$ cat config.mk
export PLATFORM = sky130hd
export DESIGN_NAME = server_info_reply_parser_top_flat
export DESIGN_NICKNAME = d
export VERILOG_FILES = /design/src/hw/rtl/sirp_pkg.sv /design/src/hw/rtl/sirp_in_if.sv /design/src/hw/rtl/sirp_out_if.sv /design/src/hw/rtl/server_info_reply_parser_top.sv /design/src/flat_wrapper.sv
export VERILOG_INCLUDE_DIRS = /design/src /design/src/hw/rtl
export SDC_FILE = /design/constraint.sdc
export NUM_CORES = 1
export LEC_CHECK = 0
export BUFFER_PORTS_ARGS = -buffer_cell sky130_fd_sc_hd__buf_2
export CELL_PAD_IN_SITES_DETAIL_PLACEMENT = 0
export CELL_PAD_IN_SITES_GLOBAL_PLACEMENT = 2
export CORE_ASPECT_RATIO = 0.8
export CORE_MARGIN = 10
export CORE_UTILIZATION = 25
export CTS_CLUSTER_SIZE = 20
export DETAILED_ROUTE_END_ITERATION = 16
export HOLD_SLACK_MARGIN = 0.02
export PLACE_DENSITY = 0.62
export SLEW_MARGIN = 20
export SYNTH_ARGS = -nofsm -noshare
export SYNTH_HDL_FRONTEND = slang
export SYNTH_SLANG_ARGS = --single-unit
$ cat constraint.sdc
create_clock -name clk_i -period 9.65 [get_ports clk_i]
set_input_delay 1.93 -clock clk_i [delete_from_list [all_inputs] [get_ports clk_i]]
set_output_delay 1.93 -clock clk_i [all_outputs]
set_load 0.02 [all_outputs]
$ cat src/hw/rtl/server_info_reply_parser_top_assert.svh
// assertion macros for the server-info reply parser
// used by server_info_reply_parser_top, no other dependencies
`ifndef SERVER_INFO_REPLY_PARSER_TOP_ASSERT_SVH
`define SERVER_INFO_REPLY_PARSER_TOP_ASSERT_SVH

// generic clocked check with async active-low reset disable
`define SIRP_ASSERT(label, clk, rst_n, prop) \
  label: assert property (@(posedge clk) disable iff (!rst_n) prop) \
    else $error("sirp: assertion failed");

// shorthand on the block's own clock and reset
`define SIRP_CHECK(label, prop) `SIRP_ASSERT(label, clk_i, rst_ni, prop)

`endif

$ cat src/hw/rtl/sirp_pkg.sv
// types and constants for the server-info reply parser
// no dependencies
package sirp_pkg;

  localparam int unsigned ResQDepth = 4;
  localparam int unsigned ResQPtrW  = $clog2(ResQDepth);
  localparam int unsigned ResQCntW  = $clog2(ResQDepth + 1);
  localparam int unsigned MaxRes    = 3;

  localparam logic [7:0] HdrByte     = 8'hFF;
  localparam logic [7:0] TypeChal    = 8'h41;
  localparam logic [7:0] TypeNewer   = 8'h49;
  localparam logic [7:0] TypeOlder   = 8'h6d;
  localparam logic [2:0] BodyPos     = 3'd5;
  localparam logic [2:0] TypePos     = 3'd4;

  localparam logic KindField  = 1'b0;
  localparam logic KindStatus = 1'b1;

  typedef enum logic [3:0] {
    FID_NAME     = 4'd0,
    FID_MAP      = 4'd1,
    FID_DIR      = 4'd2,
    FID_DESC     = 4'd3,
    FID_VERSION  = 4'd4,
    FID_APPID    = 4'd5,
    FID_PLAYERS  = 4'd6,
    FID_MAXPLAY  = 4'd7,
    FID_BOTS     = 4'd8,
    FID_TYPE     = 4'd9,
    FID_OS       = 4'd10,
    FID_PASSWORD = 4'd11,
    FID_SECURE   = 4'd12
  } field_id_e;

  typedef enum logic [2:0] {
    ST_OK_NEWER  = 3'd0,
    ST_OK_OLDER  = 3'd1,
    ST_SHORT     = 3'd2,
    ST_BAD_HDR   = 3'd3,
    ST_CHALLENGE = 3'd4,
    ST_UNKNOWN   = 3'd5
  } status_e;

  typedef enum logic [1:0] {
    LAYOUT_NONE  = 2'd0,
    LAYOUT_NEWER = 2'd1,
    LAYOUT_OLDER = 2'd2
  } layout_e;

  // step numbers of the newer layout used by the parser
  localparam logic [4:0] NwStepProto   = 5'd0;
  localparam logic [4:0] NwStepStrLast = 5'd4;
  localparam logic [4:0] NwStepAppLo   = 5'd5;
  localparam logic [4:0] NwStepAppHi   = 5'd6;
  localparam logic [4:0] NwStepByteLst = 5'd11;
  localparam logic [4:0] NwStepPass    = 5'd12;
  localparam logic [4:0] NwStepSecure  = 5'd13;
  localparam logic [4:0] NwStepVersion = 5'd14;

  // steps of the older layout
  localparam logic [4:0] OdStepAddr    = 5'd0;
  localparam logic [4:0] OdStepStrLast = 5'd4;
  localparam logic [4:0] OdStepPlayers = 5'd5;
  localparam logic [4:0] OdStepMaxPl   = 5'd6;
  localparam logic [4:0] OdStepType    = 5'd8;
  localparam logic [4:0] OdStepPass    = 5'd10;
  localparam logic [4:0] OdStepSecure  = 5'd11;

  typedef struct packed {
    logic       kind;
    logic [3:0] field_id;
    logic [15:0] field_value;
    logic [2:0] status;
    logic       last_of_run;
  } result_t;

  function automatic result_t make_field(logic [3:0] id, logic [15:0] value);
    result_t r;
    r.kind        = KindField;
    r.field_id    = id;
    r.field_value = value;
    r.status      = ST_OK_NEWER;
    r.last_of_run = 1'b0;
    return r;
  endfunction

  function automatic result_t make_status(status_e st);
    result_t r;
    r.kind        = KindStatus;
    r.field_id    = FID_NAME;
    r.field_value = 16'd0;
    r.status      = st;
    r.last_of_run = 1'b0;
    return r;
  endfunction

endpackage

$ cat src/hw/rtl/sirp_in_if.sv
// input byte channel of the server-info reply parser
// no dependencies
interface sirp_in_if;
  logic       valid;
  logic       ready;
  logic [7:0] data_byte;
  logic       end_of_packet;

  modport source (output valid, output data_byte, output end_of_packet, input ready);
  modport sink   (input valid, input data_byte, input end_of_packet, output ready);
endinterface

$ cat src/hw/rtl/sirp_out_if.sv
// result channel of the server-info reply parser
// no dependencies
interface sirp_out_if;
  logic        valid;
  logic        ready;
  logic        kind;
  logic [3:0]  field_id;
  logic [15:0] field_value;
  logic [2:0]  status;
  logic        last_of_run;

  modport source (output valid, output kind, output field_id, output field_value,
                  output status, output last_of_run, input ready);
  modport sink   (input valid, input kind, input field_id, input field_value,
                  input status, input last_of_run, output ready);
endinterface

$ cat src/hw/rtl/server_info_reply_parser_top.sv
// datapath: a byte is registered in the input slot on acceptance, its results enter a 4-entry
// result queue once there is room for them, and the queue head is offered straight from the queue
// throughput: one byte per cycle with the output ready; the queue absorbs two extra beats,
// and each further beat beyond one per byte holds the input back
// reset: asynchronous, clears parse state, input slot and result queue; no clearing pass
// depends on sirp_pkg, sirp_in_if, sirp_out_if, server_info_reply_parser_top_assert.svh
`include "server_info_reply_parser_top_assert.svh"

module server_info_reply_parser_top
  import sirp_pkg::*;
#(
  parameter int unsigned STRING_BUFFER = 64
) (
  input  logic        clk_i,
  input  logic        rst_ni,
  sirp_in_if.sink     in_i,
  sirp_out_if.source  out_o
);

  localparam logic [6:0] StrLastIdx = 7'(STRING_BUFFER - 1);

  // input slot
  logic       slot_vld_q;
  logic [7:0] slot_byte_q;
  logic       slot_last_q;

  // parse state
  logic [2:0] byte_pos_q, byte_pos_d;
  layout_e    layout_q, layout_d;
  status_e    reject_q, reject_d;
  logic [4:0] step_q, step_d;
  logic [6:0] chars_q, chars_d;
  logic [7:0] held_q, held_d;

  // result queue
  result_t              resq_q [ResQDepth];
  logic [ResQPtrW-1:0]  wr_ptr_q, rd_ptr_q;
  logic [ResQCntW-1:0]  cnt_q, cnt_d;

  result_t    res [MaxRes];
  logic [1:0] res_n;
  logic       proc;
  logic       pop;
  logic [ResQCntW:0] free_slots;

  logic       in_acc;
  logic       str_sel;
  logic       str_show;
  logic [3:0] str_id;
  logic [7:0] b;

  assign b          = slot_byte_q;
  assign pop        = out_o.valid && out_o.ready;
  assign free_slots = (ResQCntW+1)'(ResQDepth) - {1'b0, cnt_q} + (ResQCntW+1)'(pop);
  assign proc       = slot_vld_q && (free_slots >= (ResQCntW+1)'(MaxRes));
  assign in_i.ready = !slot_vld_q || proc;
  assign in_acc     = in_i.valid && in_i.ready;

  always_ff @(posedge clk_i or negedge rst_ni) begin
    if (!rst_ni) begin
      slot_vld_q <= 1'b0;
    end else if (in_acc) begin
      slot_vld_q <= 1'b1;
    end else if (proc) begin
      slot_vld_q <= 1'b0;
    end
  end

  always_ff @(posedge clk_i) begin
    if (in_acc) begin
      slot_byte_q <= in_i.data_byte;
      slot_last_q <= in_i.end_of_packet;
    end
  end

  // string field selection; string ids follow the step order (step - 1)
  always_comb begin
    str_sel  = 1'b0;
    str_show = 1'b0;
    str_id   = FID_NAME;
    if (layout_q == LAYOUT_NEWER) begin
      if (step_q != NwStepProto && step_q <= NwStepStrLast) begin
        str_sel  = 1'b1;
        str_show = 1'b1;
        str_id   = 4'(step_q - 5'd1);
      end else if (step_q == NwStepVersion) begin
        str_sel  = 1'b1;
        str_show = 1'b1;
        str_id   = FID_VERSION;
      end
    end else if (layout_q == LAYOUT_OLDER) begin
      if (step_q == OdStepAddr) begin
        str_sel = 1'b1;
      end else if (step_q <= OdStepStrLast) begin
        str_sel  = 1'b1;
        str_show = 1'b1;
        str_id   = 4'(step_q - 5'd1);
      end
    end
  end

  always_comb begin
    byte_pos_d = byte_pos_q;
    layout_d   = layout_q;
    reject_d   = reject_q;
    step_d     = step_q;
    chars_d    = chars_q;
    held_d     = held_q;
    res_n      = 2'd0;
    for (int i = 0; i < MaxRes; i++) begin
      res[i] = make_status(ST_OK_NEWER);
    end

    if (byte_pos_q < TypePos) begin
      if (b != HdrByte && reject_q == ST_OK_NEWER) begin
        reject_d = ST_BAD_HDR;
      end
      byte_pos_d = byte_pos_q + 3'd1;
    end else if (byte_pos_q == TypePos) begin
      if (reject_q == ST_OK_NEWER) begin
        priority case (b)
          TypeNewer: layout_d = LAYOUT_NEWER;
          TypeOlder: layout_d = LAYOUT_OLDER;
          TypeChal:  reject_d = ST_CHALLENGE;
          default:   reject_d = ST_UNKNOWN;
        endcase
      end
      byte_pos_d = BodyPos;
    end else if (reject_q == ST_OK_NEWER) begin
      if (str_sel) begin
        // a string ends at a zero byte or its last buffer slot, which is dropped
        if (chars_q >= StrLastIdx || b == 8'd0) begin
          chars_d = 7'd0;
          step_d  = step_q + 5'd1;
        end else begin
          if (str_show) begin
            res[0] = make_field(str_id, {8'd0, b});
            res_n  = 2'd1;
          end
          chars_d = chars_q + 7'd1;
        end
      end else if (layout_q == LAYOUT_NEWER) begin
        if (step_q == NwStepProto) begin
          step_d = step_q + 5'd1;
        end else if (step_q == NwStepAppLo) begin
          // a lone appid byte at packet end counts as players
          if (slot_last_q) begin
            res[0] = make_field(FID_PLAYERS, {8'd0, b});
            res_n  = 2'd1;
          end else begin
            held_d = b;
          end
          step_d = NwStepAppHi;
        end else if (step_q == NwStepAppHi) begin
          res[0] = make_field(FID_APPID, {b, held_q});
          res_n  = 2'd1;
          step_d = step_q + 5'd1;
        end else if (step_q <= NwStepByteLst) begin
          res[0] = make_field(4'(step_q - 5'd1), {8'd0, b});
          res_n  = 2'd1;
          step_d = step_q + 5'd1;
        end else if (step_q == NwStepPass) begin
          // a lone password byte at packet end is read as a version char
          if (slot_last_q) begin
            if (b != 8'd0) begin
              res[0] = make_field(FID_VERSION, {8'd0, b});
              res_n  = 2'd1;
            end
          end else begin
            held_d = b;
          end
          step_d = NwStepSecure;
        end else if (step_q == NwStepSecure) begin
          res[0] = make_field(FID_PASSWORD, {8'd0, held_q});
          res[1] = make_field(FID_SECURE, {8'd0, b});
          res_n  = 2'd2;
          step_d = NwStepVersion;
        end
      end else if (layout_q == LAYOUT_OLDER) begin
        if (step_q <= OdStepSecure) begin
          step_d = step_q + 5'd1;
          res_n  = 2'd1;
          if (step_q == OdStepPlayers) begin
            res[0] = make_field(FID_PLAYERS, {8'd0, b});
          end else if (step_q == OdStepMaxPl) begin
            res[0] = make_field(FID_MAXPLAY, {8'd0, b});
          end else if (step_q == OdStepType) begin
            res[0] = make_field(FID_TYPE, {8'd0, b});
          end else if (step_q == OdStepPass) begin
            res[0] = make_field(FID_PASSWORD, {8'd0, b});
          end else if (step_q == OdStepSecure) begin
            res[0] = make_field(FID_SECURE, {8'd0, b});
          end else begin
            // protocol and environment bytes are skipped
            res_n = 2'd0;
          end
        end
      end
    end

    if (slot_last_q) begin
      if (byte_pos_q < BodyPos) begin
        res[res_n] = make_status(ST_SHORT);
      end else if (reject_q != ST_OK_NEWER) begin
        res[res_n] = make_status(reject_q);
      end else if (layout_q == LAYOUT_OLDER) begin
        res[res_n] = make_status(ST_OK_OLDER);
      end else begin
        res[res_n] = make_status(ST_OK_NEWER);
      end
      res_n      = res_n + 2'd1;
      byte_pos_d = 3'd0;
      layout_d   = LAYOUT_NONE;
      reject_d   = ST_OK_NEWER;
      step_d     = 5'd0;
      chars_d    = 7'd0;
      held_d     = 8'd0;
    end

    if (res_n != 2'd0) begin
      res[res_n - 2'd1].last_of_run = 1'b1;
    end
  end

  always_ff @(posedge clk_i or negedge rst_ni) begin
    if (!rst_ni) begin
      byte_pos_q <= 3'd0;
      layout_q   <= LAYOUT_NONE;
      reject_q   <= ST_OK_NEWER;
      step_q     <= 5'd0;
      chars_q    <= 7'd0;
      held_q     <= 8'd0;
    end else if (proc) begin
      byte_pos_q <= byte_pos_d;
      layout_q   <= layout_d;
      reject_q   <= reject_d;
      step_q     <= step_d;
      chars_q    <= chars_d;
      held_q     <= held_d;
    end
  end

  // result queue
  always_comb begin
    cnt_d = cnt_q - ResQCntW'(pop);
    if (proc) begin
      cnt_d = cnt_d + ResQCntW'(res_n);
    end
  end

  always_ff @(posedge clk_i or negedge rst_ni) begin
    if (!rst_ni) begin
      cnt_q    <= '0;
      wr_ptr_q <= '0;
      rd_ptr_q <= '0;
    end else begin
      cnt_q <= cnt_d;
      if (proc) begin
        wr_ptr_q <= wr_ptr_q + ResQPtrW'(res_n);
      end
      if (pop) begin
        rd_ptr_q <= rd_ptr_q + ResQPtrW'(1);
      end
    end
  end

  always_ff @(posedge clk_i) begin
    if (proc) begin
      for (int i = 0; i < MaxRes; i++) begin
        if (2'(i) < res_n) begin
          resq_q[wr_ptr_q + ResQPtrW'(i)] <= res[i];
        end
      end
    end
  end

  assign out_o.valid       = (cnt_q != '0);
  assign out_o.kind        = resq_q[rd_ptr_q].kind;
  assign out_o.field_id    = resq_q[rd_ptr_q].field_id;
  assign out_o.field_value = resq_q[rd_ptr_q].field_value;
  assign out_o.status      = resq_q[rd_ptr_q].status;
  assign out_o.last_of_run = resq_q[rd_ptr_q].last_of_run;

  `SIRP_CHECK(a_resq_bound, cnt_q <= ResQCntW'(ResQDepth))
  `SIRP_CHECK(a_last_gives_status, proc && slot_last_q |-> res_n != 2'd0)
  `SIRP_CHECK(a_last_resets_state,
      proc && slot_last_q |=> byte_pos_q == 3'd0 && step_q == 5'd0 && chars_q == 7'd0)
  `SIRP_CHECK(a_header_no_fields,
      proc && byte_pos_q < BodyPos |-> res_n == 2'(slot_last_q))

endmodule
$ cat src/flat_wrapper.sv
// flat-port wrapper written by rule: the top's interface ports become plain ports
module server_info_reply_parser_top_flat import sirp_pkg::*;
#(
  parameter int unsigned STRING_BUFFER = 64
)
  (clk_i, rst_ni, in_i_valid, in_i_data_byte, in_i_end_of_packet, in_i_ready, out_o_valid, out_o_kind, out_o_field_id, out_o_field_value, out_o_status, out_o_last_of_run, out_o_ready);
  sirp_in_if in_i_i ();
  sirp_out_if out_o_i ();
  input  logic clk_i;
  input  logic rst_ni;
  input wire logic [$bits(in_i_i.valid)-1:0] in_i_valid;
  input wire logic [$bits(in_i_i.data_byte)-1:0] in_i_data_byte;
  input wire logic [$bits(in_i_i.end_of_packet)-1:0] in_i_end_of_packet;
  output wire logic [$bits(in_i_i.ready)-1:0] in_i_ready;
  output wire logic [$bits(out_o_i.valid)-1:0] out_o_valid;
  output wire logic [$bits(out_o_i.kind)-1:0] out_o_kind;
  output wire logic [$bits(out_o_i.field_id)-1:0] out_o_field_id;
  output wire logic [$bits(out_o_i.field_value)-1:0] out_o_field_value;
  output wire logic [$bits(out_o_i.status)-1:0] out_o_status;
  output wire logic [$bits(out_o_i.last_of_run)-1:0] out_o_last_of_run;
  input wire logic [$bits(out_o_i.ready)-1:0] out_o_ready;
  assign in_i_i.valid = in_i_valid;
  assign in_i_i.data_byte = in_i_data_byte;
  assign in_i_i.end_of_packet = in_i_end_of_packet;
  assign in_i_ready = in_i_i.ready;
  assign out_o_valid = out_o_i.valid;
  assign out_o_kind = out_o_i.kind;
  assign out_o_field_id = out_o_i.field_id;
  assign out_o_field_value = out_o_i.field_value;
  assign out_o_status = out_o_i.status;
  assign out_o_last_of_run = out_o_i.last_of_run;
  assign out_o_i.ready = out_o_ready;
  server_info_reply_parser_top #(.STRING_BUFFER(STRING_BUFFER)) u_core (.clk_i(clk_i), .rst_ni(rst_ni), .in_i(in_i_i), .out_o(out_o_i));
endmodule
==> implementation parameters <==
Parameter                              Value

Clocking
  CTS tree    built
  Count of hold buffers inserted by post-cts repair    0
  Insertion delay of the later-clocked pin in the worst-skew pair    0.42 ns
  Clock transition at the register clock pins on the worst setup and hold paths after CTS    0.07 ns
  Post-CTS setup repair buffer count    0
  Maximum level of the CTS H-tree    4
  Post-CTS Resized    0
  CTS buffer count    17
  Clock tree sinks    145
  Cell at the root of the clock tree    clkbuf_16
  Bufs on Longest Clock Path    2

Cells and area
  ANT cells    0
  Most frequent standard cell in the layout excluding fill and tap cells    edfxtp_1
  Net count, final    764
  Ratio of cells with drive above 1 in the final layout    18.7%
  Non-filler cells, final    1,163
  Most frequent cells in the layout    edfxtp_1 (109), nor2_1 (88), nand2_1 (58)
  Synth-to-Final Area Change    14.2%

Worst setup path
  Termination of the worst setup path    in_i_ready
  R2R cell count    14
  Critical path's top delay family    adder cells
  Worst reg2reg path endpoint    u_core.resq_q[3][22]
  Launching instance or port of the critical path    out_o_ready
  Crit path arrival time    3.24 ns
  Crit path max fanout    3
  Worst R2R Start    u_core.step_q[0]
  Chain of cells forming the critical path    buf_2, nand2_1, ha_1, inv_1, ha_1, nor4bb_1, o2bb2ai_1, inv_1, nand2_1, buf_2
  Flop2flop setup slack    4.67 ns
  Buffers and inverters on the worst path    4
  Crit path largest cell delay    0.21 ns
  Setup crit end kind    primary output
  Data required time at the worst endpoint    7.72 ns
  Critical path launch point type    input port
  Classification of the worst setup path    in2out
  Worst path slowest cell    o2bb2ai_1
  Critical path depth in cells    10

STA
  Sum of negative setup slack    0 ns
  Unrepaired setup endpoints after global routing    false
  Final worst-path setup slack    4.48 ns
  Maximum clock rate    193 MHz
  Number of max-slew violations in the final report    0
  Slew Limit Headroom    26.7%
  Final hold viol count    0
  Slew of the pin with the lowest slew margin    1.09 ns
  Minimum period implied by the final worst setup slack    5.17 ns
  Period utilization    53.6%
  Hold Worst Slack    0.472 ns
  Final number of setup-violating endpoints    0
  Worst clock skew on the final layout    0.0136 ns

Floorplanning
  IO Count    40
  Horiz. Die Dim    219 µm
  Initial standard-cell utilization of the core    25.3%
  Die area    39,400 µm²
  Total number of placement rows    58
  Die extent in y    180 µm
  CORE AREA    31,400 µm²

Yosys
  Ys flop type    edfxtp_1
  Biggest area contributors in the synthesized netlist    edfxtp_1 (41%), dfrtp_1 (11%), mux4_2 (7.1%)
  Count of flip-flops with a built-in enable after synthesis    109
  Post-synth net total    743
  Netlist Area Pre-Place    7960 µm²
  Mean instance size in the synthesized netlist    11.2 µm²
  Ys Warns    0
  Number of distinct library cell variants in the gate-level netlist after synthesis    70
  Synth async-reset ratio    24.8%
  Synthesized instance count    710
  Share of the synthesized area in the top cell type    41.1%
  Number of synthesized register bits    145
  Cell accounting for the most synthesized area    edfxtp_1
  Share of synthesized area occupied by flip-flops and latches    52.5%

Place
  DP HPWL    16,000 µm
  Port bufs    39
  Number of instances in the placed design    1,132
  Place WS    4.21 ns
  Final estimated routing congestion in global placement    0.777

Global route
  Largest net degree at the start of global routing    37
  Number of global-route vias before repair    5,855
  Initial antenna violation count    0
  Combined global-route utilization of all metal layers    11.9%
  Total overflow reported by the global router    0
  Global-route wire length before repair    36,300 µm

Outcome
  Result of the run    finished, final reports clean

Power and ir drop
  Power density normalized to cell area    262 nW/µm²
  Maximum vdd drop    0.156 mV
  Pwr Total    2.38 mW
  Leakage    3.20 nW

Drt
  Uppermost layer routed    met4
  Via count normalized by instance count    4.87
  Wire length the detailed router placed on met1    11,800 µm
  Antenna violation net count after detailed routing    0
  Detailed-router iteration count before antenna repair    5
  Average routed wire per standard cell    19.9 µm
  Met2 layer wire length in the routed design    10,300 µm
  Overall via count from detail_route    5,658
  Post-detailed-routing wire length    23,200 µm
  DRC violation total after the first TritonRoute iteration    477
  Amount of wire on met3 after detailed routing    973 µm
  Post-route DRC    0

Job
  Number of max-cap violations    0

Hold path
  Worst hold path class    reg2reg
[synth_stat cells, types with 4 or more instances]
master and count:
a32o_1 10, nand3_1 14, o21ai_0 37, nor2_1 88, nor2b_1 9, xnor2_1 9, clkbuf_1 27, mux4_2 25
a31oi_1 7, a21o_1 4, or2_2 13, o31ai_1 4, o22ai_1 27, ha_1 19, dfrtp_1 36, nand2b_1 9
buf_2 6, a22oi_1 10, nor3_1 16, and2_1 5, o211ai_1 5, nand2_1 58, mux2_2 6, a21boi_0 5
buf_4 7, inv_1 26, edfxtp_1 109, mux2i_1 5, nand4_1 12, a21oi_1 29, or3_1 8
[final cells by class]
type	instances	area (µm²)
flip-flops and latches	145	4180
clock inverters	14	120
fillers	3316	22300
multi-input cells	492	3470
clock buffers	17	425
repair buffers	48	263
well taps	420	526
inverters	27	103
[where the power goes]
group / switching, mW / total, mW / internal (mW)
Combinational: 0.510 / 0.830 / 0.320
Clock: 0.282 / 0.617 / 0.335
Sequential: 0.138 / 0.936 / 0.798
[per-layer routing]
metal  track usage, %  vias to the layer above
met5                0                        -
met4             2.81                        0
met3             2.40                        9
met2             17.3                      104
met1             17.5                     2828
li1                 -                     2717
[sequential cells by signal, summed over array words and instances (netlist names)]
register	count
u_core.step_q	5
u_core.held_q	8
u_core.chars_q	7
u_core.byte_pos_q	3
u_core.resq_q	100
u_core.reject_q	3
u_core.rd_ptr_q	2
u_core.b	8
u_core.cnt_q	3
u_core.slot_vld_q	1
u_core.wr_ptr_q	2
u_core.slot_last_q	1
u_core.layout_q	2
[worst register-to-register path, stage by stage (launching register included)]
cell,delay [ns]
dfrtp_1,0.55
inv_1,0.14
ha_1,0.40
xnor2_1,0.39
a31oi_1,0.23
nor3_1,0.47
o221ai_4,0.29
ha_1,0.35
nand2_1,0.06
o41a_4,0.17
clkinv_2,0.20
and3_1,0.36
and3_4,0.25
or2_1,0.61
o21ai_0,0.23
[worst min path at each step]
stage	end	from	depth (start not counted)
after global routing	u_core.rd_ptr_q[1]	u_core.rd_ptr_q[1]	1
after global placement	u_core.rd_ptr_q[1]	u_core.rd_ptr_q[1]	1
after CTS	u_core.rd_ptr_q[1]	u_core.rd_ptr_q[1]	1
final	u_core.rd_ptr_q[1]	u_core.rd_ptr_q[1]	1
after detailed placement	u_core.rd_ptr_q[1]	u_core.rd_ptr_q[1]	1
after floorplan	u_core.chars_q[6]	u_core.chars_q[6]	1
[kinds of logic (layout without fill, tap and decap cells)]
kind of cell	count (synthesis)	in the layout	synth area share, %
adder cells (fa/ha/maj)	20	20	3.24
AO/OA/AOI/OAI	172	172	14.7
flip-flops	145	145	52.5
XOR/XNOR	12	12	1.42
multiplexers	36	36	8.55
AND/OR/NAND/NOR	252	252	15.4
buffers and inverters	73	106	4.17
[stage by stage]
stage | area [µm²] | utilization [%]
after detailed placement | 8540 | 27.2
after global routing | 9080 | 28.9
final | 9080 | 28.9
after floorplan | 7960 | -
after CTS | 9080 | 28.9
after global placement | 8540 | 27.2
(Power assumes the default switching activity.)
